**src/rtl/msosc_pkg.sv**
```systemverilog
package msosc_pkg;

   // Phase accumulator width in 2^-32 turns
   localparam int PHASE_BITS = 32;
   // Sample width, Q1.15
   localparam int SAMPLE_BITS = 16;
   // Quarter-wave address width (default)
   localparam int TABLE_ADDR_BITS = 10;

   // Rotation chain
   localparam int CORDIC_STAGES = 18;
   localparam int CW = 34;
   localparam logic signed [CW-1:0] CORDIC_GAIN = 34'sd652032874;

   // Amplitude is base plus offset, one bit wider than a sample
   localparam int AMP_BITS = SAMPLE_BITS + 1;
   // Product of amplitude and signed sine magnitude
   localparam int PROD_BITS = 2 * AMP_BITS;

   // Configuration register indexes
   localparam logic [1:0] CSR_FREQ_WORD  = 2'd0;
   localparam logic [1:0] CSR_AMP_BASE   = 2'd1;
   localparam logic [1:0] CSR_PHASE_BASE = 2'd2;

   typedef struct packed {
      logic [PHASE_BITS-1:0]  freq_word;
      logic signed [15:0]     amp_base;
      logic [PHASE_BITS-1:0]  phase_base;
   } msosc_cfg_type;

   // One item as it moves down the rotation chain
   typedef struct packed {
      logic                       valid;
      logic signed [CW-1:0]       x;
      logic signed [CW-1:0]       y;
      logic signed [CW-1:0]       z;
      logic                       neg;
      logic signed [AMP_BITS-1:0] amp;
   } msosc_cell_type;

   // Arctangent of 2^-i in 2^-32 turns
   function automatic logic [31:0] atan_turns(input int i);
      logic [31:0] a;
      unique case (i)
         0:       a = 32'h20000000;
         1:       a = 32'h12E4051D;
         2:       a = 32'h09FB385B;
         3:       a = 32'h051111D4;
         4:       a = 32'h028B0D43;
         5:       a = 32'h0145D7E1;
         6:       a = 32'h00A2F61E;
         7:       a = 32'h00517C55;
         8:       a = 32'h0028BE53;
         9:       a = 32'h00145F2F;
         10:      a = 32'h000A2F98;
         11:      a = 32'h000517CC;
         12:      a = 32'h00028BE6;
         13:      a = 32'h000145F3;
         14:      a = 32'h0000A2FA;
         15:      a = 32'h0000517D;
         16:      a = 32'h000028BE;
         17:      a = 32'h0000145F;
         default: a = 32'h00000000;
      endcase
      return a;
   endfunction

endpackage

```
**src/rtl/msosc_phase.sv**
```systemverilog
module msosc_phase import msosc_pkg::*; #(
   parameter int TAB_BITS = TABLE_ADDR_BITS
) (
   input  logic                   clock,
   input  logic                   reset,
   input  logic                   en,
   input  logic                   in_valid,
   input  logic [31:0]            sample_number,
   input  logic signed [15:0]     am_offset,
   input  logic signed [31:0]     pm_offset,
   input  msosc_cfg_type          cfg,
   output msosc_cell_type         cell_out
);

   localparam int ZSHIFT = 29 - TAB_BITS;

   // First stage: frequency product, phase offset, amplitude
   logic                       a_valid_ff;
   logic [PHASE_BITS-1:0]      a_prod_ff, a_prod_in;
   logic [PHASE_BITS-1:0]      a_offs_ff, a_offs_in;
   logic signed [AMP_BITS-1:0] a_amp_ff, a_amp_in;

   always_comb begin
      a_prod_in = sample_number * cfg.freq_word;
      a_offs_in = cfg.phase_base + pm_offset;
      a_amp_in  = {cfg.amp_base[15], cfg.amp_base} + {am_offset[15], am_offset};
   end

   always_ff @(posedge clock) begin
      if (reset) begin
         a_valid_ff <= 1'b0;
      end else if (en) begin
         a_valid_ff <= in_valid;
         a_prod_ff  <= a_prod_in;
         a_offs_ff  <= a_offs_in;
         a_amp_ff   <= a_amp_in;
      end
   end

   // Second stage: quadrant fold and starting angle of the rotation
   logic [PHASE_BITS-1:0] phase;
   logic [1:0]            quad;
   logic [TAB_BITS-1:0]   idx;
   logic [CW-1:0]         z_start;
   msosc_cell_type        cell_ff, cell_in;

   always_comb begin
      phase = a_prod_ff + a_offs_ff;
      quad  = phase[PHASE_BITS-1 -: 2];
      idx   = phase[PHASE_BITS-3 -: TAB_BITS];
      // odd quadrants run the quarter wave backwards
      if (quad[0]) begin
         idx = ~idx;
      end
      // centre of the step: (2*idx + 1) half steps
      z_start = {{(CW-TAB_BITS-1){1'b0}}, idx, 1'b1} << ZSHIFT;
      cell_in.valid = a_valid_ff;
      cell_in.x     = CORDIC_GAIN;
      cell_in.y     = '0;
      cell_in.z     = z_start;
      cell_in.neg   = quad[1];
      cell_in.amp   = a_amp_ff;
   end

   always_ff @(posedge clock) begin
      if (reset) begin
         cell_ff.valid <= 1'b0;
      end else if (en) begin
         cell_ff <= cell_in;
      end
   end

   assign cell_out = cell_ff;

endmodule

```
**config.mk**
```make
export PLATFORM = sky130hd
export DESIGN_NAME = msosc_phase
export DESIGN_NICKNAME = d
export VERILOG_FILES = /design/src/rtl/msosc_pkg.sv /design/src/rtl/msosc_phase.sv
export SDC_FILE = /design/constraint.sdc
export NUM_CORES = 1
export LEC_CHECK = 0
export ABC_AREA = 1
export BUFFER_PORTS_ARGS = -buffer_cell sky130_fd_sc_hd__buf_2
export CORE_ASPECT_RATIO = 0.6
export CORE_UTILIZATION = 35
export CTS_BUF_LIST = sky130_fd_sc_hd__clkbuf_16
export CTS_CLUSTER_SIZE = 8
export DETAILED_ROUTE_END_ITERATION = 10
export GPL_ROUTABILITY_DRIVEN = 0
export MAX_ROUTING_LAYER = met4
export PLACE_DENSITY = 0.61
export SYNTH_ARGS = -nofsm -noshare
export SYNTH_HDL_FRONTEND = slang
export SYNTH_SLANG_ARGS = --single-unit
```
**constraint.sdc**
```tcl
create_clock -name clock -period 8.4 [get_ports clock]
set_clock_uncertainty 0.05 [all_clocks]
set_input_delay 0.42 -clock clock [delete_from_list [all_inputs] [get_ports clock]]
set_output_delay 0.42 -clock clock [all_outputs]
set_load 0.1 [all_outputs]
```
==> qor.csv <==
metric,value,unit
flow.area_growth_from_synthesis,6.811,%
postCtsSetupBuffers,0,
synthSimpleGateAreaFrac,18.11,%
antenna_found_initial,2,
endpoint,a_prod_ff[25],
required,8.48,ns
path_depth,22,
setup_violations,0,
synthMuxAreaShare,0,%
ios,285,
mostFrequentLayoutCell,nand2_1,
port_buffers,192,
clk_path_buf_depth,2,
vias,19840,
synth_top_area_share,32.76,%
max_freq,0.1414,GHz
hold_depth,2,
startpoint,sample_number[8],
fp.dieW,347.4,um
vias_per_cell,4.662,
die_h,209.3,um
async_reset_ff_share,0,%
avgSynthCellArea,7.780,um^2
maxSlewHeadroom,33.80,%
dr.pass1.iters,5,
synthFlopType,edfxtp_1,
synth.area.top_cells,"fa_1, nand2_1, edfxtp_1, inv_1, ha_1",
syn_inst,3221,
crit_family,adder cells,
grt_pass1_vias,20210,
dieArea,72700,um^2
ff2ff_setup_slack,5.82,ns
worst_pin_slew,0.9906,ns
rows,75,
clk_latency,0.38,ns
first_iter_violations,1665,
drv_cap,0,
grt-ovfl-total,0,
grtUsageTotal,21.16,%
crit_chain,buf_2 > nand2_1 > fa_1 > inv_1 > fa_1 > fa_1 > inv_1 > fa_1 > inv_1 > fa_1 > inv_1 > fa_1 > inv_1 > fa_1 > fa_1 > ha_1 > nand2_1 > nor4_1 > nand4_1 > nand3_1 > a21oi_1 > xnor2_1,
numClockSinks,111,
reg2reg_from,a_prod_ff[5],
synth_top_family_by_area,adder cells,
initial_core_util,35.60,%
ys_ff_latch,111,
totalWireLength,71800,um
coreArea,70380,um^2
grt_pass1_wl,114900,um
wl_per_cell,16.87,um
path_clk_slew,0.08,ns
cts_tree,yes,
maxSlewViolCount,0,
cts_root_buf,clkbuf_16,
synth_cell_types,52,
slowest_delay,0.64,ns
hold_class,in2reg,
final_cell_mix,"nand2_1, inv_1, fa_1",
cpMostUsedCell,fa_1,
crit_arrival,7.15,ns
ctsHoldBuffers,0,
cts_inserted_buffers,9,
dp.final_hpwl,58910,um
status,"finished, final reports clean",
finalNetCount,4098,
yosys_warnings,0,
drive_above_1_share,7.269,%
critPathLaunchType,input port,
synthesis.area,25060,um^2
critPathKind,in2reg,
rsz0062_at_grt,no,
synth-edff-count,109,
crit_path_end_kind,register,
finalHoldViolCount,0,
route.detailed.drc,0,
r2r_cells,12,
cp_max_fo,24,
yosys.area_share.adder,42.74,%
h-tree-depth,3,
fin_crit,7.072,ns
timing.final.crit_share,84.19,%
reg2reg_to,cell_out[41],
yosysSeqAreaShare,13.22,%
slowest_stage,buf_2,
synth_compound_area_share,5.672,%
cts-resized-gates,0,
synth_xor_area_share,3.156,%
tns,0,ns
grt_max_degree,76,
cp_num_buf_inv,6,
ant_nets,0,
yosys.area.top_type,fa_1,
## stage by stage
step / hold WS (ns) / area [um^2] / setup WS [ns] / std cells / util, %
global route: 0.1961 / 26760 / 0.9949 / 4255 / 38.03
floorplan: 0.3503 / 25400 / 1.785 / 3311 / -
detailed placement: 0.3552 / 26440 / 1.088 / 4237 / 37.57
finish: 0.2035 / 26760 / 1.328 / 4255 / 38.03
global placement: 0.3503 / 26440 / 1.029 / 4237 / 37.57
CTS: 0.1891 / 26760 / 1.462 / 4253 / 38.02
## state kept, by name, indices dropped and copies added (netlist names)
signal	flops
cell_out	29
a_amp_ff	17
a_offs_ff	32
a_valid_ff	1
a_prod_ff	32
## cells by family after synthesis
group,Yosys count
and+or+nand+nor,1138
buffers and inverters,1036
xor gates and xnor gates,86
adders and majority gates,610
AOI/OAI and AO/OA,238
other,2
DFF,111
## area by class of cell
| cell class | count | area, um^2 |
|---|---|---|
| antenna | 2 | 5.005 |
| clock buffer | 9 | 225.2 |
| clock inverter | 7 | 95.09 |
| fill | 7276 | 43620 |
| inverter | 841 | 3158 |
| multi-input combinational | 2164 | 17810 |
| sequential | 111 | 3313 |
| tap | 924 | 1156 |
| timing repair buffer | 197 | 998.5 |
## layer usage
layer	part of all wire, %	global-route usage [%]	up-vias
met1	49	31.92	9471
met4	0.86	2.182	0
met2	38	27.67	793
met3	12	7.073	56
met5	0	-	-
li1	-	-	9518
## worst min-delay path by stage
| stage | startpoint | endpoint | slack [ns] |
|---|---|---|---|
| 2_1_floorplan | a_amp_ff[0] | cell_out[0] | 0.35 |
| 3_3_place_gp | a_amp_ff[9] | cell_out[9] | 0.35 |
| 3_5_place_dp | a_amp_ff[5] | cell_out[5] | 0.36 |
| 4_1_cts | reset | a_valid_ff | 0.19 |
| 5_1_grt | reset | a_valid_ff | 0.20 |
| 6_report | reset | a_valid_ff | 0.20 |
## cells in the mapped netlist (all sizes together) (2+ instances only)
| library cell | number |
|---|---|
| a211oi | 5 |
| a21o | 28 |
| a21oi | 105 |
| a221oi | 2 |
| a31oi | 13 |
| buf | 126 |
| clkbuf | 69 |
| conb | 2 |
| dfxtp | 2 |
| edfxtp | 109 |
| fa | 410 |
| ha | 200 |
| inv | 840 |
| nand2 | 922 |
| nand3 | 83 |
| nand3b | 14 |
| nand4 | 7 |
| nor2 | 84 |
| nor3 | 20 |
| nor4 | 4 |
| o211ai | 3 |
| o21a | 4 |
| o21ai | 57 |
| o21bai | 13 |
| o31ai | 3 |
| or2 | 3 |
| xnor2 | 30 |
| xor2 | 56 |
Power is not shown: default switching activity piles up to over one toggle a cycle in this logic, so the estimate is an artifact.
