### config.mk
export PLATFORM = sky130hd
export DESIGN_NAME = msosc_cell
export DESIGN_NICKNAME = d
export VERILOG_FILES = /design/src/rtl/msosc_pkg.sv /design/src/rtl/msosc_cell.sv
export SDC_FILE = /design/constraint.sdc
export NUM_CORES = 1
export LEC_CHECK = 0
export BUFFER_PORTS_ARGS = -buffer_cell sky130_fd_sc_hd__buf_4
export CAP_MARGIN = 20
export CORE_MARGIN = 4
export CORE_UTILIZATION = 49
export CTS_CLUSTER_DIAMETER = 80
export DETAILED_ROUTE_END_ITERATION = 8
export HOLD_SLACK_MARGIN = 0.08
export PLACE_DENSITY = 0.8
export SYNTH_ARGS = -nofsm -noshare
export SYNTH_HDL_FRONTEND = slang
export SYNTH_SLANG_ARGS = --single-unit
### constraint.sdc
create_clock -name clock -period 6 [get_ports clock]
set_input_delay 0.6 -clock clock [delete_from_list [all_inputs] [get_ports clock]]
set_output_delay 0.6 -clock clock [all_outputs]
set_load 0.02 [all_outputs]
### src/rtl/msosc_pkg.sv
package msosc_pkg;

   // Phase accumulator width in 2^-32 turns
   localparam int PHASE_BITS = 32;
   // Sample width, Q1.15
   localparam int SAMPLE_BITS = 16;
   // Quarter-wave address width (default)
   localparam int TABLE_ADDR_BITS = 10;

   // Rotation chain
   localparam int CORDIC_STAGES = 18;
   localparam int CW = 34;
   localparam logic signed [CW-1:0] CORDIC_GAIN = 34'sd652032874;

   // Amplitude is base plus offset, one bit wider than a sample
   localparam int AMP_BITS = SAMPLE_BITS + 1;
   // Product of amplitude and signed sine magnitude
   localparam int PROD_BITS = 2 * AMP_BITS;

   // Configuration register indexes
   localparam logic [1:0] CSR_FREQ_WORD  = 2'd0;
   localparam logic [1:0] CSR_AMP_BASE   = 2'd1;
   localparam logic [1:0] CSR_PHASE_BASE = 2'd2;

   typedef struct packed {
      logic [PHASE_BITS-1:0]  freq_word;
      logic signed [15:0]     amp_base;
      logic [PHASE_BITS-1:0]  phase_base;
   } msosc_cfg_type;

   // One item as it moves down the rotation chain
   typedef struct packed {
      logic                       valid;
      logic signed [CW-1:0]       x;
      logic signed [CW-1:0]       y;
      logic signed [CW-1:0]       z;
      logic                       neg;
      logic signed [AMP_BITS-1:0] amp;
   } msosc_cell_type;

   // Arctangent of 2^-i in 2^-32 turns
   function automatic logic [31:0] atan_turns(input int i);
      logic [31:0] a;
      unique case (i)
         0:       a = 32'h20000000;
         1:       a = 32'h12E4051D;
         2:       a = 32'h09FB385B;
         3:       a = 32'h051111D4;
         4:       a = 32'h028B0D43;
         5:       a = 32'h0145D7E1;
         6:       a = 32'h00A2F61E;
         7:       a = 32'h00517C55;
         8:       a = 32'h0028BE53;
         9:       a = 32'h00145F2F;
         10:      a = 32'h000A2F98;
         11:      a = 32'h000517CC;
         12:      a = 32'h00028BE6;
         13:      a = 32'h000145F3;
         14:      a = 32'h0000A2FA;
         15:      a = 32'h0000517D;
         16:      a = 32'h000028BE;
         17:      a = 32'h0000145F;
         default: a = 32'h00000000;
      endcase
      return a;
   endfunction

endpackage

### src/rtl/msosc_cell.sv
module msosc_cell import msosc_pkg::*; #(
   parameter int STAGE = 0
) (
   input  logic           clock,
   input  logic           reset,
   input  logic           en,
   input  msosc_cell_type cell_in_d,
   output msosc_cell_type cell_out
);

   localparam logic [31:0] ATAN = atan_turns(STAGE);
   localparam logic signed [CW-1:0] ATAN_W = {{(CW-32){1'b0}}, ATAN};

   msosc_cell_type cell_ff, cell_in;
   logic signed [CW-1:0] dx, dy;

   // One micro-rotation, direction from the sign of the residual angle
   always_comb begin
      dx = cell_in_d.y >>> STAGE;
      dy = cell_in_d.x >>> STAGE;
      cell_in = cell_in_d;
      if (!cell_in_d.z[CW-1]) begin
         cell_in.x = cell_in_d.x - dx;
         cell_in.y = cell_in_d.y + dy;
         cell_in.z = cell_in_d.z - ATAN_W;
      end else begin
         cell_in.x = cell_in_d.x + dx;
         cell_in.y = cell_in_d.y - dy;
         cell_in.z = cell_in_d.z + ATAN_W;
      end
   end

   always_ff @(posedge clock) begin
      if (reset) begin
         cell_ff.valid <= 1'b0;
      end else if (en) begin
         cell_ff <= cell_in;
      end
   end

   assign cell_out = cell_ff;

endmodule

==> results of run 1 <==
==> report_power, final <==
part,internal (W),switching (W),total (W)
clock,0.000554,0.000459,0.00101
combinational,0.000377,0.000583,0.000960
sequential,0.00104,0.0000264,0.00106
total,0.00197,0.00107,0.00304
==> cell type report <==
| cell class | count | area, um^2 | area share |
|---|---|---|---|
| clock inverter | 15 | 154 | 0.0129 |
| timing repair buffer | 247 | 1880 | 0.157 |
| clock buffer | 17 | 425 | 0.0355 |
| tap | 234 | 293 | 0.0245 |
| sequential | 120 | 3590 | 0.300 |
| multi-input combinational | 735 | 5220 | 0.436 |
| inverter | 108 | 405 | 0.0339 |
==> through the flow <==
| stage | power (W) | instance area, um^2 | setup slack (ps) | util | hold WS [ps] |
|---|---|---|---|---|---|
| after global placement | 0.00201 | 11400 | 2350 | 0.606 | 490 |
| after global routing | 0.00317 | 12000 | 2560 | 0.638 | 337 |
| after floorplan | 0.00167 | 9410 | 1860 | - | 579 |
| final | 0.00304 | 12000 | 2710 | 0.638 | 350 |
| after detailed placement | 0.00202 | 11400 | 2310 | 0.606 | 485 |
| after CTS | 0.00303 | 12000 | 2770 | 0.637 | 338 |
==> routing by layer <==
layer | global-route usage | vias to the layer above | share of wire
met5 | 0 | - | 0
met4 | 0.0790 | 0 | 0.022
met3 | 0.0438 | 51 | 0.088
li1 | - | 4062 | -
met1 | 0.362 | 4086 | 0.42
met2 | 0.438 | 483 | 0.47
==> worst paths after layout <==
path	slack, ps	start	to
setup reg to reg	5410	cell_out[120]	cell_out[120]
hold / removal	350	cell_in_d[20]	cell_out[20]
hold reg to reg	520	cell_out[120]	cell_out[120]
setup / recovery	2710	cell_in_d[53]	cell_out[117]
==> worst max-delay path: cells and delay by family <==
family	cells	cell delay (ps)
buffers and inverters	2	210
XOR/XNOR	1	190
AND/OR/NAND/NOR	1	180
adder cells (fa/ha/maj)	1	320
AO/OA/AOI/OAI	6	1940
==> cells in the final DEF (no fill, tap or decap), drive strengths merged, types with 8 or more instances in the layout <==
master and n:
nor3 19, nand4 14, a31oi 14, clkinv 8, clkbuf 17, nand3 11, xor2 12, o21ai 72
xnor2 55, edfxtp 119, nand2 52, ha 102, mux2i 19, nor2b 14, a21oi 129, buf 247
nor2 67, o211ai 8, o21bai 26, inv 113, a21o 13, o21a 9, o31ai 8
==> logic make-up after synthesis <==
family          Yosys count  synth area share
compound gates          329             0.218
buf+inv                 153            0.0639
simple gates            214             0.110
flops                   120             0.382
fa+ha+maj               106             0.144
mux                      19            0.0202
xor+xnor                 67            0.0624
==> flow_summary.toml, run 1 <==
[clocking]
post_cts_buffers = 0
cts.sinks = 120
tritoncts = "yes"
hold_buffers = 0
ctsResizeCount = 0
cts_buffer_depth = 2
cts_buffers = 17
path_clk_slew_ps = 70
root_buffer = "clkbuf_16"
insertion_delay_ps = 410
ctsHtreeMaxLevel = 4

[routing]
drc = 0
postRouteAntennaNets = 0
drt_wl_total_um = 29300
vias = 8682
first_iter_violations = 804
wl_per_cell_um = 19.8
via_per_inst = 5.88
dr.pass1.iters = 5

[synthesis]
synth_ff_type = "edfxtp_1"
synth_edf_count = 119
async_flop_share = 0
syn_area_per_cell_um2 = 9.34
post-synth-top-count-cell = "a21oi_1"
ys_ff_latch = 120
synth_top_area_frac = 0.380
synthTopCellsByArea = "edfxtp_1 (38%), ha_1 (14%), a21oi_1 (6.8%), xnor2_1 (5.1%), inv_1 (4.1%)"
synth_commonest_cells = "a21oi_1 (127), edfxtp_1 (119), inv_1 (103)"
yosys_warnings = 0
syn-num-nets = 1238
ys_types = 70
synth_area_um2 = 9410
yosysTopAreaCell = "edfxtp_1"
yosysSeqAreaShare = 0.382
netlist_instances = 1008

[global_route]
grt_antenna_before_repair = 0
grt_max_degree = 88
grt_use_total = 0.266
overflow = 0
grt_pass1_wl_um = 45700
first_global_vias = 8295

[critical_path]
setup.worst_path.class = "input port to flip-flop"
reg2regPathDepth = 2
crit_fanout = 5
crit_path_frequent_cell = "a31oi_1"
endpoint_kind = "flip-flop"
crit_chain = "buf_4 > inv_1 > ha_1 > nand2b_1 > a2111oi_1 > o31a_1 > o21a_1 > a31oi_1 > o211ai_1 > a31oi_1 > xnor2_1"
startpoint_type = "input port"
cp_slowest_cell = "a2111oi_1"
arrival_ps = 3450
slowest_delay_ps = 620
worstPathRequired_ps = 6160

[die]
die-height_um = 147
ios = 245
start_util = 0.501
rows = 50
die_w_um = 147
dieArea_um2 = 21500
core_um2 = 18800

[layout]
nNetsFinal = 1459
area.growth.synth_to_final_pct = 27.2
stdcell_count = 1476
drive_gt1_frac = 0.236
fillerInstances = 1579
largest_register_ffs = 120
antenna_cells = 0

[hold_path]
hold_path.class = "input port to flip-flop"
worstHoldPathCells = 1

[sta]
worstMarginPinSlew_ps = 982
rsz0062_at_grt = "no"
post-route-period-util = 0.549
hold_violations = 0
fin_crit_ps = 3290
tns_ps = 0
slew_headroom = 0.346
slew_violations = 0
setup_viol = 0
skew_ps = 0
clock.fmax_mhz = 304

[place]
portBuffers = 244
routabilityCongestion = 0.993
post-place-cells = 1443
dp_hpwl_um = 23200

[pwr]
max-vdd-ir-drop_uv = 213
p_leak_nw = 5.26
power_density_nw_per_um2 = 253

[run]
cap_violations = 0

[outcome]
status = "complete, no violations"
No activity file was read; power rests on OpenSTA's default activity.
==> run 2: changes to the inputs <==
--- a/config.mk
+++ b/config.mk
@@ -5,14 +5,15 @@
 export SDC_FILE = /design/constraint.sdc
 export NUM_CORES = 1
 export LEC_CHECK = 0
+export ABC_AREA = 1
 export BUFFER_PORTS_ARGS = -buffer_cell sky130_fd_sc_hd__buf_4
 export CAP_MARGIN = 20
 export CORE_MARGIN = 4
-export CORE_UTILIZATION = 49
+export CORE_UTILIZATION = 51
 export CTS_CLUSTER_DIAMETER = 80
 export DETAILED_ROUTE_END_ITERATION = 8
 export HOLD_SLACK_MARGIN = 0.08
-export PLACE_DENSITY = 0.8
+export PLACE_DENSITY = 0.81
 export SYNTH_ARGS = -nofsm -noshare
 export SYNTH_HDL_FRONTEND = slang
 export SYNTH_SLANG_ARGS = --single-unit
==> constraint.sdc (replaced) <==
create_clock -name clock -period 2.8 [get_ports clock]
set_input_delay 0.28 -clock clock [delete_from_list [all_inputs] [get_ports clock]]
set_output_delay 0.28 -clock clock [all_outputs]
set_load 0.02 [all_outputs]
==> run 2 against run 1 <==
Combinational power grew to 2.5 times the previous value; highest routed layer unchanged; cell count rose by 43%; clock skew did not move; largest cell class unchanged.
==> flow_summary.toml, run 2 <==
[synthesis]
yosysSeqAreaShare = 0.333
synthTopCellsByArea = "edfxtp_1 (33%), nand2_1 (14%), ha_1 (12%), inv_1 (7.1%), nand3_1 (6.9%)"
post-synth-top-count-cell = "nand2_1"
syn-num-nets = 1751
yosysTopAreaCell = "edfxtp_1"
yosys_warnings = 0
syn_area_per_cell_um2 = 7.09
async_flop_share = 0
ys_types = 42
synth_ff_type = "edfxtp_1"
netlist_instances = 1521
synth_edf_count = 119
synth_commonest_cells = "nand2_1 (404), inv_1 (203), nand3_1 (149)"
ys_ff_latch = 120
synth_area_um2 = 10800
synth_top_area_frac = 0.331

[critical_path]
cp_slowest_cell = "o21ai_0"
arrival_ps = 2550
worstPathRequired_ps = 2990
path_depth = 12
reg2regPathDepth = 2
crit_fanout = 11
crit_chain = "buf_4 > inv_1 > ha_1 > nand2_1 > o21ai_0 > inv_1 > o21ai_0 > nand2_1 > nand2_1 > nand2_1 > nand3_1 > nand2_1"
setup.worst_path.class = "input port to flip-flop"
endpoint_kind = "flip-flop"
crit_path_frequent_cell = "nand2_1"
startpoint_type = "input port"
crit_family = "compound AO/OA/AOI/OAI gates"
slowest_delay_ps = 570
crit_buf_inv = 3

[layout]
largest_register_ffs = 120
postLayoutCellArea_um2 = 14100
utilization = 0.686
area.growth.synth_to_final_pct = 30.4
multi_input_area_um2 = 6190
layout_common_cells = "nand2_1 (404), buf_4 (275), inv_1 (203), nand3_1 (149), nor2_1 (143)"
drive_gt1_frac = 0.176
regArea_um2 = 3590
final_common_cell = "nand2_1"
nNetsFinal = 2052
antenna_cells = 0
fillerInstances = 1745

[clocking]
insertion_delay_ps = 420
cts_buffers = 17
cts.sinks = 120
tritoncts = "yes"
cts_buffer_depth = 2
path_clk_slew_ps = 70
ctsHtreeMaxLevel = 4
root_buffer = "clkbuf_16"

[global_route]
grt_antenna_before_repair = 0
grt_use_total = 0.324
overflow = 0
first_global_vias = 11302
grt_pass1_wl_um = 60700
grt_max_degree = 73

[routing]
drc = 0
first_iter_violations = 1169
postRouteAntennaNets = 0
vias = 11914
via_per_inst = 5.66
dr.pass1.iters = 8
wl_per_cell_um = 18.7
drt_wl_total_um = 39500

[hold_path]
hold_path.class = "input port to flip-flop"
worstHoldPathCells = 2

[sta]
tns_ps = 0
clock.fmax_mhz = 424
setup_viol = 0
worstMarginPinSlew_ps = 750
post-route-period-util = 0.843
rsz0062_at_grt = "no"
slew_headroom = 0.500
slew_violations = 0
fin_crit_ps = 2360
skew_ps = 0
hold_violations = 0
hold_ws_ps = 133

[pwr]
report.power.total_w = 0.00696
power_density_nw_per_um2 = 495
max-vdd-ir-drop_uv = 348
p_leak_nw = 6.91

[die]
start_util = 0.526
ios = 245
die-height_um = 153
dieArea_um2 = 23500
core_um2 = 20500
die_w_um = 153
rows = 52

[place]
placed_area_um2 = 13000
dp_hpwl_um = 31200
routabilityCongestion = 1.02
portBuffers = 244

[outcome]
status = "complete, no violations"

[run]
cap_violations = 0
run 2: changes by cell type after synthesis, moves of 13 or more:
cell	delta
nand2_1	+352
nand3_1	+138
inv_1	+100
nor2_1	+77
xnor2_1	-54
o21ai_0	+26
mux2i_1	-18
o21bai_1	-17
xor2_1	+17
nor2b_1	-14
clkbuf_1	-13
run 2: kinds of logic (layout without fill, tap and decap cells):
| family | count (synthesis) | after routing | share of synthesized area |
|---|---|---|---|
| DFF | 120 | 120 | 0.333 |
| muxes | 1 | 1 | 0.000928 |
| AOI/OAI and AO/OA | 277 | 277 | 0.140 |
| and+or+nand+nor | 737 | 737 | 0.282 |
| buffers and inverters | 250 | 564 | 0.0935 |
| xor gates and xnor gates | 30 | 30 | 0.0244 |
| adders and majority gates | 106 | 106 | 0.126 |
run 2: final cells by class:
class                   instances  area share
flip-flops and latches        120       0.255
well taps                     270      0.0240
clock buffers                  18      0.0305
clock inverters                14      0.0118
inverters                     208      0.0555
multi-input cells            1151       0.440
repair buffers                324       0.182
run 2: final timing paths:
| kind | from | end | slack (ps) |
|---|---|---|---|
| setup / recovery | cell_in_d[59] | cell_out[80] | 440 |
| hold / removal | cell_in_d[47] | cell_out[47] | 130 |
| setup reg to reg | cell_out[120] | cell_out[120] | 2180 |
| hold reg to reg | cell_out[120] | cell_out[120] | 500 |
run 2: routing by layer:
metal  GRT usage  share of wire
met1       0.423           0.40
met2       0.556           0.47
met3      0.0599           0.10
met4      0.0858          0.024
met5           0              0
run 2: repair_timing:
action | in CTS | in global routing
setup endpoints to repair | 0 | 0
buffers inserted | 0 | 0
hold endpoints to repair | 48 | 0
gates resized for setup | 0 | 0
hold buffers | 48 | 0
run 2: power by group:
| group | leakage (nW) | switching, W | total [W] | internal, W |
|---|---|---|---|---|
| Combinational | 5.51 | 0.00154 | 0.00242 | 0.000875 |
| Sequential | 1.12 | 0.0000558 | 0.00224 | 0.00219 |
| Clock | 0.282 | 0.000964 | 0.00230 | 0.00134 |
| Total | 6.91 | 0.00256 | 0.00696 | 0.00440 |
run 2: metrics by stage:
stage,instances,worst slack (ps)
floorplan,1521,299
global placement,2025,121
detailed placement,2025,85.9
CTS,2105,533
global route,2105,280
finish,2105,440
run 2: worst reg2reg max path, stage by stage (launching register included):
cell and delay [ps]:
dfxtp_1 360, nand2_1 60, a21oi_1 130
