===== config.mk =====
export PLATFORM = sky130hd
export DESIGN_NAME = msosc_post
export DESIGN_NICKNAME = d
export VERILOG_FILES = /design/src/rtl/msosc_pkg.sv /design/src/rtl/msosc_post.sv
export SDC_FILE = /design/constraint.sdc
export NUM_CORES = 1
export LEC_CHECK = 0
export ABC_AREA = 0
export BUFFER_PORTS_ARGS = -buffer_cell sky130_fd_sc_hd__buf_2
export CAP_MARGIN = 10
export CORE_MARGIN = 4
export CORE_UTILIZATION = 35
export DETAILED_ROUTE_END_ITERATION = 6
export PLACE_DENSITY = 0.55
export SYNTH_ARGS = -nofsm -noshare
export SYNTH_HDL_FRONTEND = slang
export SYNTH_SLANG_ARGS = --single-unit

===== constraint.sdc =====
create_clock -name clock -period 11.1 [get_ports clock]
set_clock_uncertainty 0.05 [all_clocks]
set_input_delay 1.11 -clock clock [delete_from_list [all_inputs] [get_ports clock]]
set_output_delay 1.11 -clock clock [all_outputs]
set_load 0.1 [all_outputs]

===== src/rtl/msosc_pkg.sv =====
package msosc_pkg;

   // Phase accumulator width in 2^-32 turns
   localparam int PHASE_BITS = 32;
   // Sample width, Q1.15
   localparam int SAMPLE_BITS = 16;
   // Quarter-wave address width (default)
   localparam int TABLE_ADDR_BITS = 10;

   // Rotation chain
   localparam int CORDIC_STAGES = 18;
   localparam int CW = 34;
   localparam logic signed [CW-1:0] CORDIC_GAIN = 34'sd652032874;

   // Amplitude is base plus offset, one bit wider than a sample
   localparam int AMP_BITS = SAMPLE_BITS + 1;
   // Product of amplitude and signed sine magnitude
   localparam int PROD_BITS = 2 * AMP_BITS;

   // Configuration register indexes
   localparam logic [1:0] CSR_FREQ_WORD  = 2'd0;
   localparam logic [1:0] CSR_AMP_BASE   = 2'd1;
   localparam logic [1:0] CSR_PHASE_BASE = 2'd2;

   typedef struct packed {
      logic [PHASE_BITS-1:0]  freq_word;
      logic signed [15:0]     amp_base;
      logic [PHASE_BITS-1:0]  phase_base;
   } msosc_cfg_type;

   // One item as it moves down the rotation chain
   typedef struct packed {
      logic                       valid;
      logic signed [CW-1:0]       x;
      logic signed [CW-1:0]       y;
      logic signed [CW-1:0]       z;
      logic                       neg;
      logic signed [AMP_BITS-1:0] amp;
   } msosc_cell_type;

   // Arctangent of 2^-i in 2^-32 turns
   function automatic logic [31:0] atan_turns(input int i);
      logic [31:0] a;
      unique case (i)
         0:       a = 32'h20000000;
         1:       a = 32'h12E4051D;
         2:       a = 32'h09FB385B;
         3:       a = 32'h051111D4;
         4:       a = 32'h028B0D43;
         5:       a = 32'h0145D7E1;
         6:       a = 32'h00A2F61E;
         7:       a = 32'h00517C55;
         8:       a = 32'h0028BE53;
         9:       a = 32'h00145F2F;
         10:      a = 32'h000A2F98;
         11:      a = 32'h000517CC;
         12:      a = 32'h00028BE6;
         13:      a = 32'h000145F3;
         14:      a = 32'h0000A2FA;
         15:      a = 32'h0000517D;
         16:      a = 32'h000028BE;
         17:      a = 32'h0000145F;
         default: a = 32'h00000000;
      endcase
      return a;
   endfunction

endpackage


===== src/rtl/msosc_post.sv =====
module msosc_post import msosc_pkg::*; (
   input  logic                    clock,
   input  logic                    reset,
   input  logic                    en,
   input  msosc_cell_type          cell_in_d,
   output logic                    out_valid,
   output logic signed [15:0]      out_sample
);

   localparam int SH = 31 - SAMPLE_BITS;
   localparam logic signed [CW-1:0] Y_HALF = CW'(1) << (SH - 1);
   localparam logic [CW-SH-1:0] MAG_TOP = (CW-SH)'((1 << (SAMPLE_BITS-1)) - 1);
   localparam logic signed [PROD_BITS-1:0] P_HALF = PROD_BITS'(1) << (SAMPLE_BITS - 2);
   localparam logic signed [PROD_BITS-1:0] OUT_MAX = PROD_BITS'(32767);
   localparam logic signed [PROD_BITS-1:0] OUT_MIN = -PROD_BITS'(32768);

   // Magnitude rounding, clamp and quadrant sign
   logic signed [CW-1:0]       y_rnd;
   logic [CW-SH-1:0]           mag_w;
   logic [SAMPLE_BITS-2:0]     mag;
   logic                       c_valid_ff;
   logic signed [AMP_BITS-1:0] c_sine_ff, c_sine_in;
   logic signed [AMP_BITS-1:0] c_amp_ff;

   always_comb begin
      y_rnd = cell_in_d.y + Y_HALF;
      mag_w = y_rnd[CW-1:SH];
      if (cell_in_d.y[CW-1]) begin
         mag = '0;
      end else if (mag_w > MAG_TOP) begin
         mag = MAG_TOP[SAMPLE_BITS-2:0];
      end else begin
         mag = mag_w[SAMPLE_BITS-2:0];
      end
      if (cell_in_d.neg) begin
         c_sine_in = -$signed({2'b00, mag});
      end else begin
         c_sine_in = $signed({2'b00, mag});
      end
   end

   always_ff @(posedge clock) begin
      if (reset) begin
         c_valid_ff <= 1'b0;
      end else if (en) begin
         c_valid_ff <= cell_in_d.valid;
         c_sine_ff  <= c_sine_in;
         c_amp_ff   <= cell_in_d.amp;
      end
   end

   // Amplitude times sine
   logic                        d_valid_ff;
   logic signed [PROD_BITS-1:0] d_prod_ff, d_prod_in;

   assign d_prod_in = c_amp_ff * c_sine_ff;

   always_ff @(posedge clock) begin
      if (reset) begin
         d_valid_ff <= 1'b0;
      end else if (en) begin
         d_valid_ff <= c_valid_ff;
         d_prod_ff  <= d_prod_in;
      end
   end

   // Round half up and saturate into the output register
   logic signed [PROD_BITS-1:0] p_rnd;
   logic signed [PROD_BITS-1:0] p_sh;
   logic                        out_valid_ff;
   logic signed [15:0]          out_sample_ff, out_sample_in;

   always_comb begin
      p_rnd = d_prod_ff + P_HALF;
      p_sh  = p_rnd >>> (SAMPLE_BITS - 1);
      if (p_sh > OUT_MAX) begin
         out_sample_in = 16'sh7FFF;
      end else if (p_sh < OUT_MIN) begin
         out_sample_in = -16'sh8000;
      end else begin
         out_sample_in = p_sh[15:0];
      end
   end

   always_ff @(posedge clock) begin
      if (reset) begin
         out_valid_ff <= 1'b0;
      end else if (en) begin
         out_valid_ff  <= d_valid_ff;
         out_sample_ff <= out_sample_in;
      end
   end

   assign out_valid  = out_valid_ff;
   assign out_sample = out_sample_ff;

endmodule


==> parameters.txt, run 1 <==
Parameter                              Value

Outcome
  Run status ... complete, no violations

Die
  Vertical die dimension ... 209.2 µm
  Die Outline Area ... 43770 µm²
  Placeable core region ... 39910 µm²
  Die width ... 209.2 µm
  Num ports ... 141
  Starting density of the core ... 0.3550
  Std-Cell Rows ... 73

Logic synthesis
  Flip-flop and latch count after synthesis ... 73
  Post-synthesis cell area ... 14170 µm²
  Dominant register cell in the synthesized netlist ... edfxtp_1
  Number of standard cells after synthesis ... 1456
  Yosys warning count ... 0
  Synth Net Count ... 1959
  Syn avg cell area ... 9.733 µm²
  Number of synthesized flops with an enable pin ... 70
  Portion of the post-synthesis area used by sequential elements ... 0.1526
  Number of distinct library cells after synthesis ... 61
  Async set-reset flop share out of synthesis ... 0

Timing
  Post-route setup TNS ... 0 ps
  RSZ-0062 raised after global routing ... no
  Final setup violation count ... 0
  Final number of max-transition violations ... 0
  Highest achievable clock rate ... 144.6 MHz
  Tightest slew margin relative to the limit ... 0.3746
  Final hold violation count ... 0
  Crit path time final ... 6916 ps
  Worst-margin pin slew ... 938.1 ps
  Fraction of the cycle the final worst path needs ... 0.6231

Worst setup path
  Startpoint of the most critical setup path ... c_amp_ff[7]
  Worst endpoint required time ... 11140 ps
  Cells traversed along the worst timing path ... and2_1 > fa_1 > inv_1 > fa_1 > fa_1 > inv_1 > fa_1 > fa_1 > inv_1 > fa_1 > inv_1 > ha_1 > a211o_1 > a21oi_1 > and3_1 > nor3_1 > o31a_1 > a31o_1 > a31oi_1 > xnor2_1
  Number of stages on the worst setup path ... 20
  Crit path max fanout ... 17
  R2r worst-path depth ... 20
  Setup slack of the worst register-to-register path ... 4180 ps
  Critical path start-end classification ... register to register
  Worst R2R End ... d_prod_ff[33]
  Cell with the largest stage delay on the worst path ... edfxtp_1
  CP most frequent cell ... fa_1
  RR Startpoint ... c_amp_ff[7]
  Family with the most delay on the worst path ... adder cells
  Crit path capture type ... register
  Arrival @ worst endpoint ... 6960 ps
  Slowest Stage Delay on Critical Path ... 740 ps
  Count of buffering cells on the critical path with inverters included ... 4
  Last element of the critical path ... d_prod_ff[33]
  Startpoint Class ... register

Clock tree
  Number of buffers inserted by hold repair at cts ... 0
  Cells resized by post-CTS repair ... 0
  CTS tree ... done
  Worst skew pair latency ... 350 ps
  Clock input transition at the sequential cells of the worst setup and hold paths ... 60 ps
  Maximum clock insertion buffer count ... 2
  H-tree levels ... 3
  Number of sinks handled by clock tree synthesis ... 73
  Setup Fix Bufs, Post-CTS ... 0
  Clock Root Buffer ... clkbuf_16
  TritonCTS Buffers ... 9

Global route
  Vias in the first global route ... 10830
  Aggregate global routing overflow ... 0
  Maximum number of pins on one net before global-route repair ... 71
  Initial antenna violation count ... 1
  Wire length of the first global-routing pass ... 53460 µm
  Global-route total usage across every layer ... 0.1502

Finish
  Antenna Cells ... 0
  Filler Cell Count ... 3974
  Count of nets after finishing ... 1988
  Area overhead of the layout relative to synthesis ... 7.902%
  Most common cell after layout, fill and taps aside ... inv_1
  Commonest cells after routing, fill and taps aside ... 340 x inv_1, 295 x fa_1, 160 x nand2_1
  Ratio of cells with drive above 1 in the final layout ... 0.06644

Route
  Overall routed net length ... 30750 µm
  Detailed-router iteration count before antenna repair ... 6
  Final ANT Viol Nets ... 0
  Post-detailed-route DRC marker count ... 0
  Average detailed-routed wire length per instance ... 15.26 µm
  Starting DRT DRC Count ... 389
  Post-detailed-route via-to-cell ratio ... 4.749
  Vias ... 9569

Placed design
  Weighted congestion reported at the end of routability-driven placement ... 0.7990
  Count of buffers from port buffering ... 58
  Sum of net half-perimeters after detailed placement ... 24470 µm

Job
  Number of violations of the max-capacitance limit ... 0

Worst hold path
  Hold crit path type ... register to register
-- worst min path at each step --
stage	slack, ps	cells past startpoint	from	end
5_1_grt	490	2	out_valid	out_valid
3_3_place_gp	430	2	out_valid	out_valid
2_1_floorplan	410	2	c_valid_ff	c_valid_ff
3_5_place_dp	440	2	out_valid	out_valid
6_report	440	2	out_valid	out_valid
4_1_cts	450	2	out_valid	out_valid
-- cell families after synthesis --
family,count (synthesis),share of synthesized area
AOI/OAI and AO/OA,113,0.05192
xor gates and xnor gates,63,0.03947
adders and majority gates,379,0.4909
buffers and inverters,387,0.1028
DFF,73,0.1526
muxes,7,0.004945
and+or+nand+nor,434,0.1574
-- tightest hold or removal path, stage by stage (launching register included) --
cell and delay, ps:
dfxtp_1 320, mux2i_1 60, nor2_1 80
-- sequential cells by signal, summed over array words and instances (netlist names) --
register	flops
out_sample	16
c_amp_ff	17
d_prod_ff	20
c_valid_ff	1
out_valid	1
d_valid_ff	1
c_sine_ff	17
-- final cells by class --
type	count	area, µm²	area share
inverter	341	1280	0.08371
sequential	73	2162	0.1414
clock buffer	9	225.2	0.01473
multi-input combinational	996	10560	0.6906
timing repair buffer	64	335.3	0.02193
tap	525	656.9	0.04296
clock inverter	7	71.32	0.004664
-- through the flow --
step,hold slack [ps],util,std cells,worst slack (ps),area (µm²)
3_5_place_dp,436.2,0.3757,1999,4123,14990
6_report,438.1,0.3831,2015,4184,15290
3_3_place_gp,426.7,0.3757,1999,4152,14990
4_1_cts,451.9,0.3831,2015,4117,15290
2_1_floorplan,410.1,-,1456,4928,14170
5_1_grt,487.7,0.3831,2015,3847,15290
-- metal layers --
metal / wire (µm) / track usage / vias up
met4: 476 / 0.03443 / 0
li1: - / - / 4473
met1: 13020 / 0.1853 / 4965
met2: 16420 / 0.2817 / 111
met5: 0 / 0 / -
met3: 841 / 0.01606 / 20
-- Yosys cell counts, drive strengths merged, types with 2 or more instances --
cell type	count	area (µm²)
and4	3	28.78
nand3	21	125.1
or3	2	12.51
clkbuf	44	166.4
o31ai	3	22.52
nand4	16	100.1
a221oi	2	17.52
a21o	10	75.07
nand2b	11	68.82
o21ai	35	178.9
buf	2	10.01
a31oi	5	31.28
a31o	2	17.52
nor2	44	170.2
and2	149	934.7
a211o	2	17.52
and3	7	43.79
nor4	5	43.79
nor3	7	40.04
fa	295	5906
nor2b	4	25.02
ha	84	1051
mux2i	7	70.07
o211ai	7	57.55
inv	340	1276
a21oi	27	135.1
xor2	25	219.0
nand3b	2	15.01
dfxtp	3	60.06
nand2	160	600.6
o21a	7	52.55
nor3b	2	15.01
xnor2	38	340.3
edfxtp	70	2102
a311oi	2	23.77
Power of run 1 is not shown: default switching activity piles up to over one toggle a cycle in this logic, so the estimate is an artifact.
==> run 2: changes to the inputs <==
--- a/config.mk
+++ b/config.mk
@@ -11,7 +11,7 @@
 export CORE_MARGIN = 4
 export CORE_UTILIZATION = 35
 export DETAILED_ROUTE_END_ITERATION = 6
-export PLACE_DENSITY = 0.55
+export PLACE_DENSITY = 0.57
 export SYNTH_ARGS = -nofsm -noshare
 export SYNTH_HDL_FRONTEND = slang
 export SYNTH_SLANG_ARGS = --single-unit
==> constraint.sdc (replaced) <==
create_clock -name clock -period 6.2 [get_ports clock]
set_clock_uncertainty 0.05 [all_clocks]
set_input_delay 0.62 -clock clock [delete_from_list [all_inputs] [get_ports clock]]
set_output_delay 0.62 -clock clock [all_outputs]
set_load 0.1 [all_outputs]
==> run 2 against run 1 <==
Net effect: critical path depth is 2 higher; highest routed layer unchanged; setup slack worse by 4100 ps; via count is 5.2% higher.
==> parameters.txt, run 2 (same netlist as run 1, synthesis figures left out) <==
Parameter                              Value

Clock tree
  Number of sinks handled by clock tree synthesis ... 73
  Clock input transition at the sequential cells of the worst setup and hold paths ... 60 ps
  CTS tree ... done
  H-tree levels ... 3
  Maximum clock insertion buffer count ... 2
  Number of buffers inserted by hold repair at cts ... 0
  Clock Root Buffer ... clkbuf_16
  TritonCTS Buffers ... 9
  Worst skew pair latency ... 350 ps

Placed design
  Sum of net half-perimeters after detailed placement ... 27010 µm
  Weighted congestion reported at the end of routability-driven placement ... 0.8259
  Count of buffers from port buffering ... 58
  Cell Count Post-Placement ... 2106

Finish
  Commonest cells after routing, fill and taps aside ... 328 x inv_1, 286 x fa_1, 157 x nand2_1
  Area overhead of the layout relative to synthesis ... 18.11%
  Count of nets after finishing ... 2129
  Most common cell after layout, fill and taps aside ... inv_1
  Number of flip-flops under the largest register name ... 20
  Register with the most flip-flops ... d_prod_ff
  Finished Layout Cells ... 2156
  Antenna Cells ... 0
  Ratio of cells with drive above 1 in the final layout ... 0.1901
  Top flop regs ... d_prod_ff: 20 flops, c_amp_ff: 17 flops, c_sine_ff: 17 flops

Route
  Overall routed net length ... 31850 µm
  Starting DRT DRC Count ... 452
  Vias ... 10060
  Post-detailed-route via-to-cell ratio ... 4.667
  Detailed-router iteration count before antenna repair ... 5
  Post-detailed-route DRC marker count ... 0
  Average detailed-routed wire length per instance ... 14.77 µm
  Final ANT Viol Nets ... 0

Timing
  Final number of max-transition violations ... 0
  RSZ-0062 raised after global routing ... yes
  Tightest slew margin relative to the limit ... 0.3759
  Worst-margin pin slew ... 936.1 ps
  Final setup violation count ... 0
  Final hold violation count ... 0
  Hold slack ... 392.4 ps
  Crit path time final ... 6114 ps
  Highest achievable clock rate ... 163.5 MHz
  Fraction of the cycle the final worst path needs ... 0.9862

Die
  Num ports ... 141
  Starting density of the core ... 0.3550
  Std-Cell Rows ... 73
  Die width ... 209.2 µm
  Vertical die dimension ... 209.2 µm
  Placeable core region ... 39910 µm²
  Die Outline Area ... 43770 µm²

Worst setup path
  Arrival @ worst endpoint ... 6170 ps
  Startpoint Class ... register
  Crit path max fanout ... 4
  Worst endpoint required time ... 6250 ps
  Critical path start-end classification ... register to register
  Crit path capture type ... register

Global route
  Aggregate global routing overflow ... 0
  Wire length of the first global-routing pass ... 53830 µm
  Initial antenna violation count ... 0
  Maximum number of pins on one net before global-route repair ... 71
  Global-route total usage across every layer ... 0.1522
  Vias in the first global route ... 11010

Worst hold path
  Hold crit path type ... input port to register

Outcome
  Run status ... complete, no violations

Job
  Number of violations of the max-capacitance limit ... 0
## run 2: final cells by class
class	count	area [µm²]
fillers	3870	23180
multi-input cells	996	10830
flip-flops and latches	73	2162
repair buffers	205	1508
inverters	341	1280
well taps	525	656.9
clock buffers	10	229.0
clock inverters	6	68.82
## run 2: path summary, 6_finish.rpt
path | startpoint | end | slack (ps) | depth (start not counted)
setup / recovery | c_amp_ff[10] | d_prod_ff[33] | 90 | 22
hold / removal | cell_in_d[2] | c_amp_ff[2] | 390 | 1
setup reg to reg | c_amp_ff[10] | d_prod_ff[33] | 90 | 22
hold reg to reg | out_valid | out_valid | 440 | 2
## run 2: what timing repair did
item,4_1_cts,5_1_grt
pin swaps,7,97
setup endpoints to repair,5,13
buffers inserted,10,24
cloned,0,0
resized for setup,15,81
## run 2: stage by stage
| stage | util | TNS, ps | worst slack [ps] | instance area, µm² |
|---|---|---|---|---|
| 3_3_place_gp | 0.3970 | -861.7 | -236.0 | 15850 |
| 6_report | 0.4193 | 0 | 85.56 | 16740 |
| 2_1_floorplan | - | 0 | 28.33 | 14170 |
| 4_1_cts | 0.4078 | 0 | 2.124 | 16280 |
| 5_1_grt | 0.4193 | -257.3 | -105.6 | 16740 |
| 3_5_place_dp | 0.3970 | -890.9 | -243.1 | 15850 |
## run 2: critical path, cell delays in order, from the launching register on
cell and delay, ps:
edfxtp_1 530, buf_6 180, buf_6 110, buf_6 110, nand2_4 60, fa_1 440
fa_2 560, fa_1 430, fa_1 510, inv_1 50, fa_1 490, inv_2 40
fa_1 470, inv_1 50, ha_2 200, a211o_1 270, a21oi_2 140, and3_4 240
nor3_4 60, o31a_1 350, a31o_1 250, a31oi_1 200, xnor2_1 90
## run 2: layer usage
layer	wire [µm]	part of all wire	up-vias	track usage
met5	0	0	-	0
met4	796	0.025	0	0.05108
met3	781	0.025	35	0.01396
met2	17130	0.54	130	0.2797
met1	13140	0.41	5145	0.1875
li1	-	-	4752	-
Power of run 2 is left out for the same reason.
==> run 3: changes to the inputs <==
--- a/config.mk
+++ b/config.mk
@@ -6,12 +6,13 @@
 export NUM_CORES = 1
 export LEC_CHECK = 0
 export ABC_AREA = 0
-export BUFFER_PORTS_ARGS = -buffer_cell sky130_fd_sc_hd__buf_2
 export CAP_MARGIN = 10
 export CORE_MARGIN = 4
 export CORE_UTILIZATION = 35
 export DETAILED_ROUTE_END_ITERATION = 6
-export PLACE_DENSITY = 0.57
+export DONT_BUFFER_PORTS = 1
+export PLACE_DENSITY = 0.54
+export RECOVER_POWER = 100
 export SYNTH_ARGS = -nofsm -noshare
 export SYNTH_HDL_FRONTEND = slang
 export SYNTH_SLANG_ARGS = --single-unit
==> run 3 against run 2 <==
Net effect: the flow now finishes with violations (capacitance limit, slew limit); critical path depth shrank 1; final cell count shrank 2.3%; utilization down 0.28 points; wire length is 1.8% higher; die area unchanged; count of clock-buffer cells in the layout did not move; via count fell by 2.1%; fmax fell by 0.69%; hold slack got worse by 110 ps; flip-flop and latch count is the same; critical path type unchanged; critical endpoint unchanged; largest cell class unchanged.
==> parameters.txt, run 3 (same netlist as run 1, synthesis figures left out) <==
Parameter                              Value

Route
  Top sig layer ... met4
  Met1 WL ... 13860 µm
  Vias ... 9852
  Final ANT Viol Nets ... 0
  Routed length on met3 ... 658 µm
  Detailed-router iteration count before antenna repair ... 5
  Met2 routed wirelength ... 17290 µm
  Post-detailed-route via-to-cell ratio ... 4.678
  Overall routed net length ... 32410 µm
  Average detailed-routed wire length per instance ... 15.39 µm
  Starting DRT DRC Count ... 412
  Post-detailed-route DRC marker count ... 0

Worst setup path
  Worst endpoint required time ... 6240 ps
  Crit path capture type ... register
  Startpoint Class ... register
  Critical path start-end classification ... register to register
  Crit path max fanout ... 4
  Arrival @ worst endpoint ... 6200 ps

Global route
  Global-route total usage across every layer ... 0.1547
  Aggregate global routing overflow ... 0
  Initial antenna violation count ... 0
  Wire length of the first global-routing pass ... 55060 µm
  Maximum number of pins on one net before global-route repair ... 71
  Vias in the first global route ... 11010

Placed design
  Sum of net half-perimeters after detailed placement ... 27020 µm
  Count of buffers from port buffering ... 0
  Weighted congestion reported at the end of routability-driven placement ... 0.8456

Die
  Std-Cell Rows ... 73
  Die width ... 209.2 µm
  Starting density of the core ... 0.3550
  Die Outline Area ... 43770 µm²
  Vertical die dimension ... 209.2 µm
  Placeable core region ... 39910 µm²
  Num ports ... 141

Timing
  Final number of max-transition violations ... 71
  Highest achievable clock rate ... 162.4 MHz
  Fraction of the cycle the final worst path needs ... 0.9931
  Final hold violation count ... 0
  Hold slack ... 278.4 ps
  RSZ-0062 raised after global routing ... yes
  Worst-margin pin slew ... 3980 ps
  Tightest slew margin relative to the limit ... -1.653
  Final setup violation count ... 0
  Crit path time final ... 6157 ps

Clock tree
  Maximum clock insertion buffer count ... 2
  Number of sinks handled by clock tree synthesis ... 73
  Worst skew pair latency ... 350 ps
  Clock input transition at the sequential cells of the worst setup and hold paths ... 70 ps
  Clock Root Buffer ... clkbuf_16
  H-tree levels ... 3
  CTS tree ... done
  TritonCTS Buffers ... 9

Finish
  Register with the most flip-flops ... d_prod_ff
  Final cell utilization of the core ... 0.4165
  Area overhead of the layout relative to synthesis ... 17.31%
  Filler Cell Count ... 3907
  Number of flip-flops under the largest register name ... 20
  Ratio of cells with drive above 1 in the final layout ... 0.1671
  Commonest cells after routing, fill and taps aside ... 319 x inv_1, 283 x fa_1, 154 x nand2_1
  Count of nets after finishing ... 2078
  Top flop regs ... d_prod_ff: 20 flops, c_amp_ff: 17 flops, c_sine_ff: 17 flops
  Most common cell after layout, fill and taps aside ... inv_1

Outcome
  Failing checks ... capacitance limit, slew limit
  Run status ... finished, violations left

Worst hold path
  Hold crit path type ... input port to register

Job
  Number of violations of the max-capacitance limit ... 1
-- run 3: final timing paths --
path / depth (start not counted) / to / slack, ps / from
worst min register to register: 2 / d_valid_ff / 440 / c_valid_ff
worst min-delay path: 1 / d_valid_ff / 280 / reset
worst max register to register: 21 / d_prod_ff[33] / 40 / c_sine_ff[5]
worst max-delay path: 21 / d_prod_ff[33] / 40 / c_sine_ff[5]
-- run 3: through the flow --
step	worst slack, ps	TNS [ps]	instance area [µm²]	std cells
finish	42.86	0	16620	2106
global route	-164.7	-458.6	16620	2105
CTS	-6.992	-6.992	16030	2073
detailed placement	-272.8	-1122	15570	2050
global placement	-278.8	-1126	15570	2050
floorplan	28.33	0	14170	1456
-- run 3: critical path, cell delays in order, from the launching register on --
cell and delay [ps]:
edfxtp_1 480, buf_6 180, and2_1 150, fa_1 540
inv_1 50, fa_1 470, fa_1 570, inv_2 40
fa_1 510, fa_1 490, inv_1 50, fa_1 490
inv_2 40, ha_4 200, a21o_1 210, a21oi_4 160
and3_4 240, nor3_4 50, o31a_1 360, a31o_1 260
a31oi_1 200, xnor2_1 90
-- run 3: metal layers --
| metal | GRT usage | vias to the layer above |
|---|---|---|
| met3 | 0.01411 | 33 |
| met5 | 0 | - |
| met2 | 0.2825 | 104 |
| met4 | 0.03893 | 0 |
| li1 | - | 4657 |
| met1 | 0.1977 | 5058 |
-- run 3: layout make-up --
cell class / count / area, µm² / share of cell area
tap: 525 / 656.9 / 0.03951
clock inverter: 6 / 68.82 / 0.004139
antenna: 1 / 2.502 / 0.0001505
inverter: 341 / 1280 / 0.07699
sequential: 73 / 2162 / 0.1301
clock buffer: 10 / 229.0 / 0.01377
multi-input combinational: 996 / 10890 / 0.6548
timing repair buffer: 154 / 1340 / 0.08061
-- run 3: repair_timing --
item                       in CTS  in global routing
setup endpoints to repair       9                 12
hold buffers                    0                  0
setup buffers                   7                 33
gates cloned                    0                  2
resized for setup              21                103
pin swaps                      26                102
Power of run 3 is left out for the same reason.
